===== src/hw/rtl/gsa_pkg.sv =====
// ----------------------------------------------------------------------------
// gsa_pkg: shared types and constants for the generational slot allocator
// Operation and status codes, controller states and fixed field widths.
// ----------------------------------------------------------------------------
`default_nettype none

package gsa_pkg;

  localparam int SLOT_COUNT_DEF = 64;
  localparam int GEN_BITS_DEF   = 16;

  localparam int OP_W        = 3;
  localparam int GEN_FIELD_W = 16;
  localparam int VER_W       = 16;
  localparam int LAYOUT_W    = 4;
  localparam int STATUS_W    = 2;

  localparam logic [VER_W-1:0] VER_MAX = {VER_W{1'b1}};

  typedef enum logic [OP_W-1:0] {
    OP_CREATE     = 3'd0,
    OP_DESTROY    = 3'd1,
    OP_RECREATE   = 3'd2,
    OP_QUERY      = 3'd3,
    OP_TRANSITION = 3'd4,
    OP_CHECK      = 3'd5
  } op_t;

  typedef enum logic [STATUS_W-1:0] {
    ST_OK      = 2'd0,
    ST_INVALID = 2'd1,
    ST_FULL    = 2'd2
  } status_t;

  typedef enum logic [1:0] {
    S_IDLE = 2'd0,
    S_EXEC = 2'd1,
    S_TAKE = 2'd2
  } state_t;

endpackage

`default_nettype wire


===== src/hw/rtl/generational_slot_allocator.sv =====
// ----------------------------------------------------------------------------
// generational_slot_allocator: handle table with generation counters
// Create, destroy, recreate, query, layout transition and layout check on
// (index, generation) handles, with a LIFO free stack of released slots.
// ----------------------------------------------------------------------------
// A transaction is taken when start is high and busy is low; its single result
// appears on the result ports for one cycle with done high, and the receiver
// cannot stall it. Destroy, query, transition, check, a rejected request and a
// create that takes a never-used slot finish with done high in the cycle
// after the memory read returns, in which the next start is already taken.
// A create or recreate that pops the free stack also passes through S_TAKE: the popped
// index needs a second read of the slot memory, which has one read port.
// Slot state lives in one synchronous RAM and the free stack in another. The
// count of slots ever used doubles as the fill mark of the slot memory, so
// no clearing pass is needed after reset.
`default_nettype none

module generational_slot_allocator #(
  parameter int SLOT_COUNT = gsa_pkg::SLOT_COUNT_DEF,
  parameter int GEN_BITS   = gsa_pkg::GEN_BITS_DEF
) (
  input  wire logic                              clk,
  input  wire logic                              rst,
  input  wire logic                              start,
  output logic                                   busy,
  input  wire logic [gsa_pkg::OP_W-1:0]          op,
  input  wire logic [$clog2(SLOT_COUNT)-1:0]     slot_index,
  input  wire logic [gsa_pkg::GEN_FIELD_W-1:0]   slot_generation,
  input  wire logic [gsa_pkg::LAYOUT_W-1:0]      layout_code,
  output logic                                   done,
  output logic      [gsa_pkg::STATUS_W-1:0]      status,
  output logic      [$clog2(SLOT_COUNT)-1:0]     result_index,
  output logic      [gsa_pkg::GEN_FIELD_W-1:0]   result_generation,
  output logic      [gsa_pkg::VER_W-1:0]         result_version,
  output logic      [gsa_pkg::LAYOUT_W-1:0]      old_layout,
  output logic                                   layout_match
);

  import gsa_pkg::*;

  localparam int IDX_W   = $clog2(SLOT_COUNT);
  localparam int CNT_W   = $clog2(SLOT_COUNT + 1);
  localparam int ENTRY_W = 1 + LAYOUT_W + VER_W + GEN_BITS;
  localparam int CMP_W   = (GEN_BITS > GEN_FIELD_W) ? GEN_BITS : GEN_FIELD_W;
  localparam logic [CMP_W-1:0] GEN_MASK = CMP_W'((64'd1 << GEN_BITS) - 64'd1);
  localparam logic [CNT_W-1:0] SLOTS_MAX = CNT_W'(SLOT_COUNT);

  state_t state, state_next;

  // captured transaction
  logic [OP_W-1:0]        op_q;
  logic [IDX_W-1:0]       idx_q;
  logic [GEN_FIELD_W-1:0] gen_q;
  logic [LAYOUT_W-1:0]    lay_q;

  logic [CNT_W-1:0] free_count, free_count_next;
  logic [CNT_W-1:0] slots_used, slots_used_next;
  logic [IDX_W-1:0] take_idx, take_idx_next;

  // slot memory: {active, layout, version, generation}
  logic               slot_we;
  logic [IDX_W-1:0]   slot_waddr, slot_raddr;
  logic [ENTRY_W-1:0] slot_wdata, slot_rdata;

  logic               stk_we;
  logic [IDX_W-1:0]   stk_waddr, stk_raddr;
  logic [IDX_W-1:0]   stk_wdata, stk_rdata;

  logic                e_act;
  logic [LAYOUT_W-1:0] e_lay;
  logic [VER_W-1:0]    e_ver;
  logic [GEN_BITS-1:0] e_gen, gen_inc;
  logic [VER_W-1:0]    ver_inc;
  logic                valid, take_pop;

  logic                   done_next;
  status_t                res_status;
  logic [IDX_W-1:0]       res_idx;
  logic [GEN_FIELD_W-1:0] res_gen;
  logic [VER_W-1:0]       res_ver;
  logic [LAYOUT_W-1:0]    res_old;
  logic                   res_match;

  gsa_ram #(.WIDTH(ENTRY_W), .DEPTH(SLOT_COUNT)) u_slot_ram (
    .clk  (clk),
    .we   (slot_we),
    .waddr(slot_waddr),
    .wdata(slot_wdata),
    .raddr(slot_raddr),
    .rdata(slot_rdata)
  );

  gsa_ram #(.WIDTH(IDX_W), .DEPTH(SLOT_COUNT)) u_stack_ram (
    .clk  (clk),
    .we   (stk_we),
    .waddr(stk_waddr),
    .wdata(stk_wdata),
    .raddr(stk_raddr),
    .rdata(stk_rdata)
  );

  assign busy = (state != S_IDLE);

  // second slot read goes to the popped index
  assign slot_raddr = (state == S_IDLE) ? slot_index : stk_rdata;
  assign stk_raddr  = IDX_W'(free_count - CNT_W'(1));

  assign e_gen = slot_rdata[GEN_BITS-1:0];
  assign e_ver = slot_rdata[GEN_BITS +: VER_W];
  assign e_lay = slot_rdata[GEN_BITS + VER_W +: LAYOUT_W];
  assign e_act = slot_rdata[ENTRY_W-1];

  assign gen_inc = e_gen + GEN_BITS'(1);
  assign ver_inc = (e_ver == VER_MAX) ? VER_MAX : e_ver + VER_W'(1);

  // entries at or above slots_used were never written: gated here
  assign valid = (CNT_W'(idx_q) < slots_used) && e_act &&
                 (CMP_W'(e_gen) == (CMP_W'(gen_q) & GEN_MASK));

  assign take_pop = ((op_q == OP_CREATE) || ((op_q == OP_RECREATE) && !valid)) &&
                    (free_count != '0);

  always_ff @(posedge clk) begin
    if (rst) begin
      state      <= S_IDLE;
      free_count <= '0;
      slots_used <= '0;
      done       <= 1'b0;
    end else begin
      state      <= state_next;
      free_count <= free_count_next;
      slots_used <= slots_used_next;
      done       <= done_next;
    end
  end

  always_ff @(posedge clk) begin
    if (state == S_IDLE && start) begin
      op_q  <= op;
      idx_q <= slot_index;
      gen_q <= slot_generation;
      lay_q <= layout_code;
    end
    take_idx <= take_idx_next;
    if (done_next) begin
      status            <= res_status;
      result_index      <= res_idx;
      result_generation <= res_gen;
      result_version    <= res_ver;
      old_layout        <= res_old;
      layout_match      <= res_match;
    end
  end

  always_comb begin
    state_next = state;
    case (state)
      S_IDLE: begin
        if (start) state_next = S_EXEC;
      end
      S_EXEC: begin
        state_next = take_pop ? S_TAKE : S_IDLE;
      end
      S_TAKE: begin
        state_next = S_IDLE;
      end
      default: begin
        state_next = S_IDLE;
      end
    endcase
  end

  always_comb begin
    slot_we         = 1'b0;
    slot_waddr      = idx_q;
    slot_wdata      = '0;
    stk_we          = 1'b0;
    stk_waddr       = IDX_W'(free_count);
    stk_wdata       = idx_q;
    free_count_next = free_count;
    slots_used_next = slots_used;
    take_idx_next   = take_idx;
    done_next       = 1'b0;
    res_status      = ST_OK;
    res_idx         = '0;
    res_gen         = '0;
    res_ver         = '0;
    res_old         = '0;
    res_match       = 1'b0;
    case (state)
      S_EXEC: begin
        case (op_t'(op_q))
          OP_CREATE, OP_RECREATE: begin
            if (op_q == OP_RECREATE && valid) begin
              // release and immediate re-take of the same slot: stack unchanged
              done_next  = 1'b1;
              slot_we    = 1'b1;
              slot_wdata = {1'b1, LAYOUT_W'(0), ver_inc, gen_inc};
              res_idx    = idx_q;
              res_gen    = GEN_FIELD_W'(gen_inc);
              res_ver    = ver_inc;
            end else if (take_pop) begin
              free_count_next = free_count - CNT_W'(1);
              take_idx_next   = stk_rdata;
            end else if (slots_used < SLOTS_MAX) begin
              done_next       = 1'b1;
              slot_we         = 1'b1;
              slot_waddr      = IDX_W'(slots_used);
              slot_wdata      = {1'b1, LAYOUT_W'(0), VER_W'(1), GEN_BITS'(0)};
              slots_used_next = slots_used + CNT_W'(1);
              res_idx         = IDX_W'(slots_used);
              res_ver         = VER_W'(1);
            end else begin
              done_next  = 1'b1;
              res_status = ST_FULL;
            end
          end
          OP_DESTROY: begin
            done_next = 1'b1;
            if (valid) begin
              slot_we    = 1'b1;
              slot_wdata = {1'b0, LAYOUT_W'(0), e_ver, gen_inc};
              if (free_count < SLOTS_MAX) begin
                stk_we          = 1'b1;
                free_count_next = free_count + CNT_W'(1);
              end
            end else begin
              res_status = ST_INVALID;
            end
          end
          OP_QUERY, OP_TRANSITION, OP_CHECK: begin
            done_next = 1'b1;
            if (valid) begin
              res_idx = idx_q;
              res_gen = GEN_FIELD_W'(e_gen);
              res_ver = e_ver;
              res_old = e_lay;
              if (op_q == OP_TRANSITION) begin
                slot_we    = 1'b1;
                slot_wdata = {1'b1, lay_q, e_ver, e_gen};
              end else begin
                res_match = (e_lay == lay_q);
              end
            end else begin
              res_status = ST_INVALID;
            end
          end
          default: begin
            done_next  = 1'b1;
            res_status = ST_INVALID;
          end
        endcase
      end
      S_TAKE: begin
        // slot_rdata now holds the popped slot
        done_next  = 1'b1;
        slot_we    = 1'b1;
        slot_waddr = take_idx;
        slot_wdata = {1'b1, LAYOUT_W'(0), VER_W'(1), e_gen};
        res_idx    = take_idx;
        res_gen    = GEN_FIELD_W'(e_gen);
        res_ver    = VER_W'(1);
      end
      default: begin
      end
    endcase
  end

  a_done_from_exec: assert property (@(posedge clk) disable iff (rst)
    done |-> ($past(state) == S_EXEC || $past(state) == S_TAKE))
    else $error("done without a finishing state");

  a_free_le_used: assert property (@(posedge clk) disable iff (rst)
    free_count <= slots_used)
    else $error("free stack deeper than slots ever used");

  a_full_only_when_exhausted: assert property (@(posedge clk) disable iff (rst)
    (done && status == ST_FULL) |-> (free_count == '0 && slots_used == SLOTS_MAX))
    else $error("table full reported with slots left");

  a_accept_to_exec: assert property (@(posedge clk) disable iff (rst)
    (start && !busy) |=> (state == S_EXEC))
    else $error("accepted transaction not executed");

endmodule

`default_nettype wire


===== src/hw/rtl/gsa_ram.sv =====
// ----------------------------------------------------------------------------
// gsa_ram: generic single-write, single-read RAM
// One write port, one read port, read data registered.
// ----------------------------------------------------------------------------
`default_nettype none

module gsa_ram #(
  parameter int WIDTH = 8,
  parameter int DEPTH = 64
) (
  input  wire logic                     clk,
  input  wire logic                     we,
  input  wire logic [$clog2(DEPTH)-1:0] waddr,
  input  wire logic [WIDTH-1:0]         wdata,
  input  wire logic [$clog2(DEPTH)-1:0] raddr,
  output logic      [WIDTH-1:0]         rdata
);

  logic [WIDTH-1:0] mem [DEPTH];

  always_ff @(posedge clk) begin
    if (we) begin
      mem[waddr] <= wdata;
    end
    rdata <= mem[raddr];
  end

endmodule

`default_nettype wire


===== config.mk =====
export PLATFORM = sky130hd
export DESIGN_NAME = generational_slot_allocator
export DESIGN_NICKNAME = d
export VERILOG_FILES = /design/src/hw/rtl/gsa_pkg.sv /design/src/hw/rtl/generational_slot_allocator.sv /design/src/hw/rtl/gsa_ram.sv
export SDC_FILE = /design/constraint.sdc
export NUM_CORES = 2
export LEC_CHECK = 0
export ABC_AREA = 1
export BUFFER_PORTS_ARGS = -buffer_cell sky130_fd_sc_hd__buf_2
export CAP_MARGIN = 15
export CORE_MARGIN = 2
export CORE_UTILIZATION = 45
export DETAILED_ROUTE_END_ITERATION = 8
export PLACE_DENSITY = 0.65
export SYNTH_ARGS = -nofsm -noshare
export SYNTH_HDL_FRONTEND = slang
export SYNTH_SLANG_ARGS = --single-unit

===== constraint.sdc =====
create_clock -name clk -period 6.73 [get_ports clk]
set_input_delay 0.3365 -clock clk [delete_from_list [all_inputs] [get_ports clk]]
set_output_delay 0.3365 -clock clk [all_outputs]
set_load 0.01 [all_outputs]

==> impl_metrics.csv <==
group,metric,value,unit
route,vias,75900,
min_path,hold_path_class,"in -> reg",
grt,grt-ovfl-total,0,
die,start_util,0.452,
critical_path,worstSetupPathType,"reg -> reg",
die,die_x,509,um
grt,grt_use_total,0.246,
grt,antenna_found_initial,10,
route,wl_per_cell,26.3,um
logic_synthesis,synth_edf_count,2832,
critical_path,critPathMaxFanout,68,
die,die-height,509,um
timing,finalSetupTns,0,ns
min_path,worstHoldStart,"slot_generation[12]",
finish,final_cell_mix,"edfxtp_1, nor2_1, o21ai_0",
logic_synthesis,ys_seq_elements,2892,
placement,place_area,120000,um2
clocking,cts_tree,"yes",
finish,final_layout_size_suffix_gt1_frac,0.0994,
min_path,min_to,"gen_q[12]",
die,rows,185,
logic_synthesis,yosys-top-cells-area,"edfxtp_1, o21ai_0, nor2_1",
route,drc_errors,0,
critical_path,crit_chain,"inv_4 -> ha_4 -> nand3_1 -> nor2_2 -> nor2_1 -> nand2_4 -> a21oi_1 -> nand3_1 -> nand2_1 -> nand2_1 -> nand2_2 -> nand4_2 -> nor2_4 -> buf_4",
critical_path,rr_endpoint,"u_slot_ram.mem[52][5]",
logic_synthesis,syn_area_per_cell,13.0,um2
placement,io_buffer_count,78,
logic_synthesis,synth_top_area_frac,0.741,
clocking,clk_latency,0.95,ns
logic_synthesis,ys_seq_area_frac,0.751,
grt,grt_pass1_wl,476,mm
clocking,cts-root-buf,"clkbuf_16",
timing,worstMarginPinSlew,1.18,ns
route,first_pass_iters,8,
grt,grt_pass1_vias,71200,
flow_run,max_cap_viol_count,0,
finish,syn_to_final_growth,13.1,%
die,coreArea,254000,um2
grt,grt_max_degree,168,
finish,design_area,130000,um2
logic_synthesis,ys.flop_type,"edfxtp_1",
critical_path,worstRegToRegCells,14,
timing,period_needed,4.84,ns
critical_path,critical-path-max-stage-delay,0.94,ns
power,max-vdd-ir-drop,0.285,mV
clocking,path_clk_slew,0.06,ns
placement,dp_hpwl,189,mm
timing,fin_skew,0.0909,ns
route,first_iter_violations,10700,
min_path,hold_path_depth,2,
critical_path,worst_ep_arrival_time,5.42,ns
clocking,cts_buffer_depth,4,
critical_path,worst_path_max_delay_cell,"nor2_4",
route,vias_per_cell,6.11,
route,wl,327,mm
timing,post-route-period-util,0.719,
route,ant_nets,0,
timing,rsz0062_at_grt,"no",
critical_path,startpoint_type,"register",
critical_path,required,7.31,ns
logic_synthesis,synth_cell_types,48,
logic_synthesis,yosysTopAreaCell,"edfxtp_1",
finish,nNetsFinal,8880,
finish,mostFrequentLayoutCell,"edfxtp_1",
die,die_area,259000,um2
critical_path,r2r_start,"free_count[0]",
timing,hold_viol_final,0,
logic_synthesis,mappedNetlistArea,115000,um2
timing,final_max_slew_viol_count,0,
logic_synthesis,synth_warnings,0,
power,powerDensity,337,nW/um2
logic_synthesis,synthArstFlopShare,0,
power,p_leak,37.6,nW
clocking,cts.sink_count,2892,
clocking,cts_buffers,307,
clocking,post_cts_buffers,0,
clocking,h-tree-depth,5,
critical_path,r2r_slack,1.89,ns
critical_path,crit_path_end_kind,"register",
logic_synthesis,synthCells,8815,
placement,gp_congestion,0.930,
finish,finalCoreUtilization,0.511,
status,status,"finished, final reports clean",
timing,fmax,207,MHz
timing,slew_headroom,0.210,
die,io_pins,79,
timing,setup_viol,0,
logic_synthesis,syn_nets,8861,
## how the worst max path moves through the flow
stage / cells past startpoint / slack, ns / start / endpoint
2_1_floorplan: 13 / 0.93 / idx_q[5] / u_slot_ram.mem[0][1]
3_3_place_gp: 19 / 1.94 / slots_used[2] / u_slot_ram.mem[28][11]
3_5_place_dp: 14 / 2.00 / free_count[0] / u_slot_ram.mem[52][0]
4_1_cts: 14 / 1.99 / free_count[0] / u_slot_ram.mem[52][5]
5_1_grt: 16 / 1.61 / free_count[0] / u_slot_ram.mem[29][14]
6_report: 14 / 1.89 / free_count[0] / u_slot_ram.mem[52][5]
## what timing repair did
action | 4_1_cts | 5_1_grt
endpoints found under the hold margin | 37 | 0
gates resized for setup | 0 | 0
hold buffers | 32 | 0
setup endpoints to repair | 0 | 0
## cell usage after synthesis, types with 3 or more instances
master / count
inv_2: 23
nand2_2: 13
nor4_1: 3
nand3_2: 8
nor3_1: 17
buf_2: 58
nand2_1: 308
nand2_4: 7
nor2_1: 1882
dfxtp_1: 60
o21ai_1: 28
o32ai_1: 63
xor2_1: 23
nand3_1: 84
clkbuf_1: 533
a22oi_1: 3
xnor2_1: 8
a21oi_1: 62
edfxtp_1: 2832
nor2_4: 4
o221ai_1: 115
o21ai_0: 1622
buf_1: 20
buf_4: 3
inv_1: 112
nand4_1: 14
o22ai_1: 685
o211ai_1: 123
mux2i_1: 41
ha_1: 14
clkinv_1: 6
nor2_2: 19
## through the flow
step / std cells / power (mW) / hold slack (ns) / worst slack, ns
after floorplan: 8815 / 24.6 / 0.408 / 0.934
after global placement: 11900 / 27.5 / 0.423 / 1.94
after detailed placement: 11900 / 27.6 / 0.432 / 2.00
after CTS: 12400 / 43.7 / 0.0925 / 1.99
after global routing: 12400 / 45.0 / 0.121 / 1.61
final: 12400 / 43.7 / 0.143 / 1.89
## routing by layer
layer | track usage | share of wire | vias to the layer above
met1 | 0.357 | 0.41 | 37800
li1 | - | - | 33100
met4 | 0.0713 | 0.028 | 2
met3 | 0.0482 | 0.11 | 606
met2 | 0.377 | 0.45 | 4505
met5 | 0 | 0.000040 | -
## state kept, by name, indices dropped and copies added (netlist names), 2 cells and up
signal             flops
u_stack_ram.rdata      6
status                 2
take_idx               6
old_layout             4
result_generation     16
lay_q                  4
state                  2
u_stack_ram.mem      384
idx_q                  6
result_index           6
result_version        16
u_slot_ram.rdata      37
u_slot_ram.mem      2368
free_count             7
gen_q                 16
slots_used             7
op_q                   3
## report_power, final
| part | internal (mW) | total, mW | switching (mW) |
|---|---|---|---|
| clock | 9.51 | 16.3 | 6.77 |
| combinational | 1.77 | 7.30 | 5.53 |
| sequential | 19.8 | 20.2 | 0.353 |
## layout make-up
| type | instances | area [um2] |
|---|---|---|
| fillers | 21000 | 124000 |
| well taps | 3366 | 4210 |
| clock buffers | 392 | 8280 |
| flip-flops and latches | 2892 | 86200 |
| repair buffers | 325 | 2710 |
| multi-input cells | 5167 | 26500 |
| diodes | 7 | 17.5 |
| clock inverters | 144 | 1280 |
| inverters | 141 | 562 |
## cells by family after synthesis
family,share of synthesized area
DFF,0.751
and+or+nand+nor,0.0809
xor gates and xnor gates,0.00236
muxes,0.00357
buffers and inverters,0.0255
AOI/OAI and AO/OA,0.135
adders and majority gates,0.00153
## worst max-delay path: cells and delay by family (launching register included)
kind / cells / cell delay, ns
flops: 1 / 0.80
buf+inv: 2 / 0.62
simple gates: 10 / 2.57
compound gates: 1 / 0.20
fa+ha+maj: 1 / 0.23
Power figures use the tool's default switching activity.
